$ cat config.mk
export PLATFORM = sky130hd
export DESIGN_NAME = sacl_front
export DESIGN_NICKNAME = d
export VERILOG_FILES = /design/src/design/sacl_pkg.sv /design/src/design/sacl_front.sv
export SDC_FILE = /design/constraint.sdc
export NUM_CORES = 1
export LEC_CHECK = 0
export BUFFER_PORTS_ARGS = -buffer_cell sky130_fd_sc_hd__buf_2
export CAP_MARGIN = 20
export CORE_MARGIN = 2
export CORE_UTILIZATION = 30
export DETAILED_ROUTE_END_ITERATION = 16
export REMOVE_ABC_BUFFERS = 1
export SYNTH_ARGS = -nofsm -noshare
export SYNTH_HDL_FRONTEND = slang
export SYNTH_SLANG_ARGS = --single-unit
$ cat constraint.sdc
create_clock -name clk -period 3.8 [get_ports clk]
set_clock_uncertainty 0.05 [all_clocks]
set_input_delay 0.38 -clock clk [delete_from_list [all_inputs] [get_ports clk]]
set_output_delay 0.38 -clock clk [all_outputs]
set_load 0.03 [all_outputs]
$ cat src/design/sacl_pkg.sv
// ----------------------------------------------------------------------------
// sacl_pkg
// Shared types and codes for the set-associative LRU cache lookup.
// ----------------------------------------------------------------------------
package sacl_pkg;

    localparam int ADDR_W = 24;
    localparam int CFG_W  = 4;
    localparam int IDX_W  = 2;

    localparam logic [IDX_W-1:0] REG_OFFSET_BITS = 2'd0;
    localparam logic [IDX_W-1:0] REG_SET_BITS    = 2'd1;
    localparam logic [IDX_W-1:0] REG_WAYS_IN_USE = 2'd2;

    localparam logic [1:0] CODE_MISS_FILL = 2'd0;
    localparam logic [1:0] CODE_HIT_NEW   = 2'd1;
    localparam logic [1:0] CODE_HIT_REORD = 2'd2;

    typedef struct packed {
        logic [23:0] address;
        logic        action;
    } req_t;

    typedef struct packed {
        logic        hit;
        logic [2:0]  way;
        logic [1:0]  order_code;
        logic [23:0] tag_out;
        logic [7:0]  set_out;
        logic [11:0] offset_out;
        logic [31:0] read_hit_total;
        logic [31:0] read_miss_total;
        logic [31:0] write_hit_total;
        logic [31:0] write_miss_total;
    } rsp_t;

    // Decoded reference passed from front to back.
    typedef struct packed {
        logic [31:0] tag;
        logic [7:0]  set_out;
        logic [11:0] offset;
        logic [11:0] set_idx;
        logic        action;
    } cmd_t;

endpackage

$ cat src/design/sacl_front.sv
// ----------------------------------------------------------------------------
// sacl_front
// Accept references, split the address into tag, set and offset fields and
// hold the decoded beat in a one-entry queue for the back end.
// ----------------------------------------------------------------------------
module sacl_front #(
    parameter int ADDR_BITS = 24,
    parameter int SET_W     = 8
) (
    input  logic              clk,
    input  logic              rst_n,
    input  logic              start,
    input  sacl_pkg::req_t    req,
    input  logic [3:0]        offset_bits,
    input  logic [3:0]        set_bits,
    output logic              busy,
    output logic              q_valid,
    output sacl_pkg::cmd_t    q_cmd,
    input  logic              q_pop
);
    import sacl_pkg::*;

    logic        q_valid_reg, q_valid_next;
    cmd_t        q_cmd_reg;
    cmd_t        dec;
    logic [31:0] addr;
    logic [31:0] setx;
    logic [4:0]  tshift;

    // Decode the address
    always_comb
    begin
        addr         = 32'(req.address) & 32'((33'd1 << ADDR_BITS) - 33'd1);
        tshift       = 5'(offset_bits) + 5'(set_bits);
        setx         = (addr >> offset_bits) & ((32'd1 << set_bits) - 32'd1);
        dec.offset   = 12'(addr & ((32'd1 << offset_bits) - 32'd1));
        dec.set_out  = setx[7:0];
        dec.set_idx  = 12'(setx[SET_W-1:0]);
        dec.tag      = addr >> tshift;
        dec.action   = req.action;
    end

    // One-entry queue
    always_comb
    begin
        q_valid_next = q_valid_reg;
        if (q_pop)
        begin
            q_valid_next = 1'b0;
        end
        if (start && !busy)
        begin
            q_valid_next = 1'b1;
        end
    end

    always_ff @(posedge clk or negedge rst_n)
    begin
        if (!rst_n)
        begin
            q_valid_reg <= 1'b0;
        end
        else
        begin
            q_valid_reg <= q_valid_next;
        end
    end

    always_ff @(posedge clk)
    begin
        if (start && !busy)
        begin
            q_cmd_reg <= dec;
        end
    end

    assign q_valid = q_valid_reg;
    assign q_cmd   = q_cmd_reg;
    assign busy    = q_valid_reg;
endmodule

==> impl.org, run 1 <==
** STA
- Final critical path time including I/O delays and setup :: between 2 and 3 ns
- Final count of negative-setup-slack endpoints :: 0
- Final-layout worst hold slack :: 0.220 ns
- Transition time at the pin with the least slew margin :: 0.814 ns
- The number of hold-slack violations in the final timing report was 0.
- For the final routed database, the setup TNS stands at 0 ns.
- After layout, the worst setup slack is 1.13 ns.
- Highest achievable clock rate :: around 0.38 GHz
- The final-report max-slew violation count came to 0.
- Portion of the clock cycle consumed by the worst path in the final layout :: 0.701
- Tightest slew margin relative to the limit :: 0.457
- RSZ-0062 raised after global routing :: false

** Pwr
- PD cells :: ~400 mW/mm2
- The completed layout was analyzed and its total power is about 1.8 mW.
- Leakage power of the design :: roughly 1.9 nW
- Maximum ir drop on the vdd rail :: approximately 0.18 mV

** Layout
- Share of cells above drive strength 1 :: 0.344
- The register with the most flip-flops in the layout has 45 of them.
- Non-filler cells in the finished layout :: 625
- Area delta synth->final :: 16.4%
- After routing the design area is around 0.0045 mm2.
- Most common cell after layout, fill and taps aside :: sky130_fd_sc_hd__buf_2
- Most used cells in the layout excluding fill and tap cells :: sky130_fd_sc_hd__buf_2, sky130_fd_sc_hd__mux2i_1, sky130_fd_sc_hd__edfxtp_1, sky130_fd_sc_hd__mux2_2, sky130_fd_sc_hd__nor2_1
- Core utilization of the finished layout :: 0.358
- Fill cells in the final layout number 1315.
- Number of diodes :: 0
- Net count of the finished layout :: 496

** Floorplanning
- The floorplan has 41 rows.
- From left edge to right edge, the die measures between 100 and 150 um.
- For this design the top-level I/O count stands at around 100.
- The die covers 0.0139 mm2.
- Initial core utilization :: 0.308
- Die span in y :: around 120 um
- The floorplan step defined a core boundary enclosing ~0.013 mm2.

** Placed design
- In this run, placement finished with an instance count of just over 600.
- Cell area after placement :: approximately 0.0044 mm2
- Half-perimeter wire length after placement :: ~7800 um
- Setup WS pre-CTS :: around 0.85 ns
- Quantity of I/O buffers inserted on ports :: 91
- RePlAce Congestion :: between 0.8 and 0.9

** Yosys
- Of the total synthesized cell area, the portion taken by XOR and XNOR cells is 0.0151.
- After synthesis the cells add up to 0.00390 mm2.
- Synth Flop Type :: sky130_fd_sc_hd__edfxtp_1
- Counting every instance in the synthesized netlist gives about 380.
- Counting flops and latches in the post-synthesis netlist gives 46.
- Of the total synthesized cell area, the portion taken by AND, OR, NAND and NOR gates is 0.131.
- For this run, the register share of the synthesized area comes to 0.353.
- Multiplexer area fraction after synthesis :: 0.280
- The fraction of the mapped netlist area in compound gates was 0.110.
- sky130_fd_sc_hd__edfxtp_1 takes more of the synthesized area than any other cell.
- Distinct cell type count of the synthesized netlist :: between 40 and 50
- Main combinational cell family by area after synthesis :: multiplexers
- Post-synthesis adder-cell area fraction :: 0.0244
- The share of synthesized area in the top cell type comes to 0.346.
- Number of warnings printed during yosys synthesis :: 0
- For this run, asynchronously set or reset flops after synthesis account for 0.0217.
- Yosys mapped a number of flops with a built-in enable equal to between 40 and 50.
- Synthesized area per cell :: between 10 and 15 um2
- Top cells by area in the synthesized netlist :: sky130_fd_sc_hd__edfxtp_1, sky130_fd_sc_hd__mux2i_1, sky130_fd_sc_hd__mux2_2

** Clocking
- Counting the buffers created by CTS gives 5.
- The clock passes through at most 2 buffers.
- The root buffer cell chosen for the clock tree is sky130_fd_sc_hd__clkbuf_16.
- Post-CTS repair changed the size of 0 cells.
- Number of clock sinks :: 46
- TritonCTS built the clock tree.
- Clock-pin slew on the worst setup and hold paths :: about 0.060 ns
- Worst-skew pair later-pin latency :: between 0.2 and 0.3 ns
- H-tree depth :: 2

** Flow run
- Number of maximum-capacitance violations :: 0

** Setup path
- Together, buffers and inverters on the worst path number 3.
- Cell breakdown of the critical path :: buf_2 -> ha_1 -> inv_1 -> fa_1 -> buf_4 -> mux2_2 -> and3_2 -> a211o_1 -> mux2i_1 -> o21ai_0
- Delay-heaviest family, CP :: adder cells
- Along the worst path, the maximum fanout reaches 14.
- Crit path max-delay cell type :: sky130_fd_sc_hd__fa_1
- Startpoint class of the critical path :: primary input
- Type of the setup path with the least slack :: in2reg
- Critical path data required time :: ~3.8 ns
- The worst setup path is captured at a flip-flop.
- Crit path largest cell delay :: 0.51 ns
- Arrival time of the worst setup path :: 2.63 ns

** Drt
- DRC errors left :: 0
- Vias :: 3104
- Number of nets still failing antenna checks after routing :: 0
- Total wire length after detailed routing :: 10200 um
- The first detailed-routing pass ran for 4 iterations.
- After detailed routing, the average wire length per cell comes to about 16 um.
- Dividing the detail-routed via count by the number of cells gives approximately 5.
- For this block, the initial DRC count from the detailed router was approximately 180.

** Global route
- In the global route stage, overall resource usage came out at 0.147.
- Antenna violations before repair :: 1
- In the global route stage, met1 resource usage came out at 0.191.
- Most Crowded Layer GR :: met2
- Number of global-route vias before repair :: ~3100
- Met3 demand-to-capacity share in global routing :: 0.0426
- Routing usage on met2 :: 0.238
- The first global-routing pass estimated 16400 um of wire.
- Global routing finished with a remaining overflow of 0.
- Maximum number of pins on one net before global-route repair :: 46

** Outcome
- The flow ran to the end, and the final reports show no timing, DRC or antenna violations.

** Hold path
- The path class of the tightest hold or removal check is in2reg.
-- layout make-up --
| type | instances | area, um2 | area share |
|---|---|---|---|
| Sequential cell | 46 | 1380 | 0.303 |
| Timing Repair Buffer | 102 | 541 | 0.119 |
| Clock buffer | 6 | 129 | 0.0284 |
| Tap cell | 172 | 215 | 0.0474 |
| Inverter | 7 | 26.3 | 0.00579 |
| Clock inverter | 2 | 8.76 | 0.00193 |
| Multi-Input combinational cell | 290 | 2240 | 0.494 |
-- kinds of logic after synthesis --
logic type | Yosys count
compound gates | 66
buf+inv | 57
xor+xnor | 5
other cells | 1
fa+ha+maj | 7
mux | 95
flops | 46
simple gates | 105
-- what timing repair did --
action                                  4_1_cts  5_1_grt
setup buffers                                 0        0
hold buffers                                  1        0
endpoints found under the setup margin        0        0
hold endpoints to repair                      1        0
-- cell usage after synthesis (3+ instances only) --
library cell	number
sky130_fd_sc_hd__mux2i_1	55
sky130_fd_sc_hd__edfxtp_1	45
sky130_fd_sc_hd__mux2_2	32
sky130_fd_sc_hd__nor2_1	27
sky130_fd_sc_hd__buf_4	23
sky130_fd_sc_hd__nand2_1	22
sky130_fd_sc_hd__a21oi_1	16
sky130_fd_sc_hd__nand3_1	16
sky130_fd_sc_hd__o21ai_0	15
sky130_fd_sc_hd__a211oi_1	13
sky130_fd_sc_hd__clkbuf_1	13
sky130_fd_sc_hd__and2_1	10
sky130_fd_sc_hd__buf_2	10
sky130_fd_sc_hd__nor2b_1	10
sky130_fd_sc_hd__mux4_2	8
sky130_fd_sc_hd__ha_1	6
sky130_fd_sc_hd__inv_1	6
sky130_fd_sc_hd__nor3_1	5
sky130_fd_sc_hd__a21o_1	3
sky130_fd_sc_hd__and3_1	3
sky130_fd_sc_hd__nand2b_1	3
sky130_fd_sc_hd__nor4_1	3
sky130_fd_sc_hd__o211ai_1	3
sky130_fd_sc_hd__o21a_1	3
-- routing by layer --
metal / up-vias / wire [um]
li1: 1528 / -
met1: 1470 / 4680
met2: 98 / 4680
met3: 6 / 696
met4: 2 / 77
met5: - / 13
-- power breakdown --
| part | internal (mW) | leakage [nW] | switching [mW] | total [mW] |
|---|---|---|---|---|
| logic | 0.283 | 1.40 | 0.467 | 0.750 |
| clock network | 0.241 | 0.0683 | 0.178 | 0.419 |
| registers | 0.631 | 0.440 | 0.0138 | 0.645 |
| total | 1.15 | 1.91 | 0.660 | 1.81 |
-- worst paths after layout --
| check | from | to | slack, ns | cells after the start |
|---|---|---|---|---|
| max reg2reg | busy | q_cmd[15] | 2.34 | 2 |
| max in group asynchronous | rst_n | busy | 3.26 | 2 |
| min in group asynchronous | rst_n | busy | 0.36 | 2 |
| max | set_bits[0] | q_cmd[36] | 1.13 | 10 |
| min reg2reg | busy | busy | 0.51 | 1 |
| min | q_pop | busy | 0.22 | 2 |
Power figures use the tool's default switching activity.
==> inputs of run 2 (changes only) <==
--- a/config.mk
+++ b/config.mk
@@ -5,6 +5,7 @@
 export SDC_FILE = /design/constraint.sdc
 export NUM_CORES = 1
 export LEC_CHECK = 0
+export ABC_AREA = 1
 export BUFFER_PORTS_ARGS = -buffer_cell sky130_fd_sc_hd__buf_2
 export CAP_MARGIN = 20
 export CORE_MARGIN = 2
==> constraint.sdc (replaced) <==
create_clock -name clk -period 2.7 [get_ports clk]
set_clock_uncertainty 0.05 [all_clocks]
set_input_delay 0.27 -clock clk [delete_from_list [all_inputs] [get_ports clk]]
set_output_delay 0.27 -clock clk [all_outputs]
set_load 0.03 [all_outputs]
==> run 2 against run 1 <==
  * Sequential power rose by 41%
  * Via count rose by 34%
  * Largest cell class unchanged
  * Global-route usage rose by 1.9 points
==> impl.org, run 2 <==
** Outcome
- Outcome :: complete, no violations

** STA
- The clock period could shrink to between 1.5 and 2 ns.
- Highest achievable clock rate :: 0.503 GHz
- The final-report max-slew violation count came to 0 (unchanged).
- Final count of negative-setup-slack endpoints :: 0 (unchanged)
- Setup_tns :: 0 ns (unchanged)
- Final-layout worst hold slack :: 0.104 ns (-0.116 ns)
- Transition time at the pin with the least slew margin :: 0.598 ns (-0.216 ns)
- Total count of hold-check failures in the final report :: 0 (unchanged)
- Dividing the final minimum period by the clock period gives 0.736.
- Tightest slew margin relative to the limit :: 0.601 (+0.144)
- Setup repair after global routing left no endpoint under its margin.

** Yosys
- Yosys reg bits :: 46 (unchanged)
- Proportion of register bits with asynchronous set or reset after synthesis :: 0.0217 (unchanged)
- Post-synthesis adder-cell area fraction :: 0.0238 (-0.000625)
- The area fraction of the dominant cell type after synthesis is 0.338 (-0.00888).
- Most area-hungry cell type in the Yosys netlist :: sky130_fd_sc_hd__edfxtp_1
- The xor/xnor cell area share of the yosys netlist is 0.00656 (-0.00851).
- The post-synth design cell area is 0.00400 mm2 (+2.6%).
- Most used standard cell by instance count after synthesis :: sky130_fd_sc_hd__nand2_1
- Synth Flop Type :: sky130_fd_sc_hd__edfxtp_1
- The commonest cells after synthesis are sky130_fd_sc_hd__nand2_1, sky130_fd_sc_hd__nand3_1, sky130_fd_sc_hd__nor2_1, sky130_fd_sc_hd__edfxtp_1, sky130_fd_sc_hd__inv_1.
- Number of warnings printed during yosys synthesis :: 0 (unchanged)
- The fraction of the mapped netlist area in compound gates came to 0.0688 (-0.0409).
- Main combinational cell family by area after synthesis :: simple AND/OR/NAND/NOR gates
- The simple-gate share of the synthesized area is 0.438 (+0.307).
- The fraction of the yosys area taken by sequential cells came to 0.344 (-0.00905).
- Top cells by area in the synthesized netlist :: sky130_fd_sc_hd__edfxtp_1, sky130_fd_sc_hd__nand3_1, sky130_fd_sc_hd__nand2_1
- The number of different library cells in the post-synthesis netlist is 29 (-40%).
- The proportion of synthesized area in mux cells was 0 (-0.280).
- The cell count after synthesis came to 597 (+56%).
- Count of flip-flops with a built-in enable after synthesis :: 45 (unchanged)
- Synthesized area per cell :: 6.70 um2 (-34%)

** Pwr
- The static leakage came to 2.23 nW (+17%).
- The portion of total power attributed to combinational logic was 0.406 (-0.008).
- The sequential share of power was 0.350 (-0.005).
- Internal Dissipation :: 1.56 mW (+35%)
- The total power density per cell area was 561 mW/mm2 (+40%).
- The clock power share came to 0.244 (+0.013).
- Total power after layout :: 2.60 mW (+43%)
- Total net switching power :: 1.04 mW (+57%)
- The peak supply drop came to 0.233 mV (+31%).
- Switching share of power :: 0.399 (+0.0354)

** Floorplanning
- The count of boundary I/O pins came to 104 (unchanged).
- The floorplan die area is 0.0143 mm2 (+2.5%).
- Total core area :: 0.0131 mm2 (+3.7%)
- Die span in y :: 120 um (+1.3%)
- The starting density of the core is 0.305 (-0.00312).
- The overall die width was 120 um (+1.3%).
- The number of standard-cell rows in the floorplan was 42 (+2.4%).

** Placed design
- The count of buffers from port buffering is 91 (unchanged).
- RePlAce Congestion :: 0.927 (+3.3%)
- Half-perimeter wire length after placement :: 8820 um (+13%)
- The cell count after placement is 836 (+36%).

** Drt
- DRC errors left :: 0 (unchanged)
- Drt via density :: 4.94 (-0.54%)
- The count of antenna-violating nets left after detailed routing came to 0 (unchanged).
- Total wire length after detailed routing :: 11900 um (+18%)
- The via count came to 4174 (+34%).
- The routed wire length per instance came to 14.1 um (-13%).
- Violation count after the first detailed-routing iteration :: 448 (+140%)
- The count of TritonRoute iterations in the first routing pass was 6 (+2).

** Layout
- Filler instances :: 1506 (+15%)
- The final instance count without filler cells is 845 (+35%).
- The final net count was 712 (+44%).
- Number of flip-flops under the largest register name :: 45 (unchanged)
- From synthesis to final layout, the design area changed by 15.8%.
- Leaving out fill and tap cells, the most frequent cell in the layout is sky130_fd_sc_hd__nand2_1.
- The number of diodes added for antenna fixing came to 0 (unchanged).
- The final core area utilization came to 0.353 (-0.00549).
- Leaving out fill and tap cells, the most frequent cells in the layout are sky130_fd_sc_hd__nand2_1, sky130_fd_sc_hd__nand3_1, sky130_fd_sc_hd__buf_2, sky130_fd_sc_hd__nor2_1, sky130_fd_sc_hd__edfxtp_1.
- The share of final-layout standard cells stronger than drive strength 1 is 0.182 (-0.162).

** Setup path
- STA classifies the critical path endpoint as a flip-flop.
- The top fanout value on the critical path is 22 (+8).
- The critical path is of the in2reg type.
- Startpoint class of the critical path :: primary input
- The data required time at the worst endpoint was 2.69 ns (-1.08 ns).
- The arrival time at the worst endpoint is 1.98 ns (-0.65 ns).

** Clocking
- The setup fix buffers added after clock tree synthesis was 0 (unchanged).
- The H-tree depth reported by CTS was 2 (unchanged).
- TritonCTS buffer count :: 5 (unchanged)
- In this run the clock root is driven by a sky130_fd_sc_hd__clkbuf_16.
- Clock-pin slew on the worst setup and hold paths :: 0.06 ns (about the same)
- The maximum number of buffers from clock root to sink is 2 (unchanged).
- The CTS sink count is 46 (unchanged).
- Worst-skew pair later-pin latency :: 0.29 ns (about the same)
- TritonCTS built the clock tree.

** Hold path
- Worst min-delay path class :: in2reg

** Flow run
- The max-cap check violation count is 0 (unchanged).

** Global route
- Fraction of met1 tracks used by global routing :: 0.229 (+0.0377)
- After global routing, the most crowded layer is met2.
- The number of global-route vias before repair is 3779 (+21%).
- Maximum number of pins on one net before global-route repair :: 46 (unchanged)
- The met3 routing resource usage after global routing is 0.0162 (-0.0265).
- Combined global-route utilization of all metal layers :: 0.165 (+0.0186)
- Global-route wire length before repair :: 18900 um (+15%)
- The initial antenna violation count is 0 (-1).
- Routing usage on met2 :: 0.275 (+0.0370)
- Total congestion overflow :: 0 (unchanged)
-- run 2: changes by cell type after synthesis, sizes merged, moves of 15 or more --
cell / delta
nand3: +150
mux2i: -55
o21ai: +15
inv: +27
nand2: +150
mux2: -32
nor2: +36
-- run 2: power groups by stage --
stage               clock [mW]  sequential (mW)  combinational (mW)
detailed placement           0            0.926                1.05
global placement             0            0.928                1.05
floorplan                    0             1.10               0.552
global route             0.675            0.917                1.17
finish                   0.634            0.911                1.05
CTS                      0.648            0.912                1.06
-- run 2: worst paths after layout --
kind | from | endpoint | slack (ns) | depth (start not counted)
setup / recovery | offset_bits[0] | q_cmd[35] | 0.71 | 11
min in group asynchronous | rst_n | busy | 0.23 | 2
hold / removal | req[0] | q_cmd[0] | 0.10 | 1
setup reg to reg | busy | q_cmd[34] | 1.23 | 4
hold reg to reg | busy | busy | 0.51 | 2
max in group asynchronous | rst_n | busy | 2.29 | 2
-- run 2: cells by family (layout without fill, tap and decap cells) --
kind of cell	after synthesis	count (layout)
fa+ha+maj	7	7
xor+xnor	3	3
flops	46	46
simple gates	404	404
other cells	1	12
compound gates	49	49
buf+inv	87	148
-- run 2: repair_timing --
action,CTS,global route
hold endpoints to repair,1,0
hold buffers,1,0
gates resized for setup,0,0
-- run 2: critical path: stages --
cell                      delay [ns]
sky130_fd_sc_hd__buf_2          0.12
sky130_fd_sc_hd__ha_1           0.21
sky130_fd_sc_hd__inv_1          0.07
sky130_fd_sc_hd__fa_1           0.45
sky130_fd_sc_hd__inv_1          0.07
sky130_fd_sc_hd__buf_4          0.25
sky130_fd_sc_hd__nand3_1        0.14
sky130_fd_sc_hd__nand3_1        0.12
sky130_fd_sc_hd__nand3_1        0.08
sky130_fd_sc_hd__nand3_1        0.13
sky130_fd_sc_hd__nand2_1        0.06
-- run 2: area by class of cell --
cell class / instances / area, um2 / share of cell area
multi-input cells: 475 / 2200 / 0.474
flip-flops and latches: 46 / 1380 / 0.297
clock buffers: 7 / 143 / 0.0308
repair buffers: 105 / 563 / 0.121
clock inverters: 1 / 5.00 / 0.00108
inverters: 35 / 131 / 0.0283
well taps: 176 / 220 / 0.0475
-- run 2: per-layer routing --
| layer | share of wire | wire (um) |
|---|---|---|
| met2 | 0.47 | 5570 |
| met3 | 0.056 | 670 |
| met1 | 0.46 | 5460 |
| met5 | 0 | 0 |
| met4 | 0.019 | 230 |
-- run 2: per-stage QoR --
stage	instance area, um2	worst slack [ns]
floorplan	3700	0.0924
global placement	4480	0.428
detailed placement	4480	0.407
CTS	4630	0.719
global route	4630	0.562
finish	4630	0.713
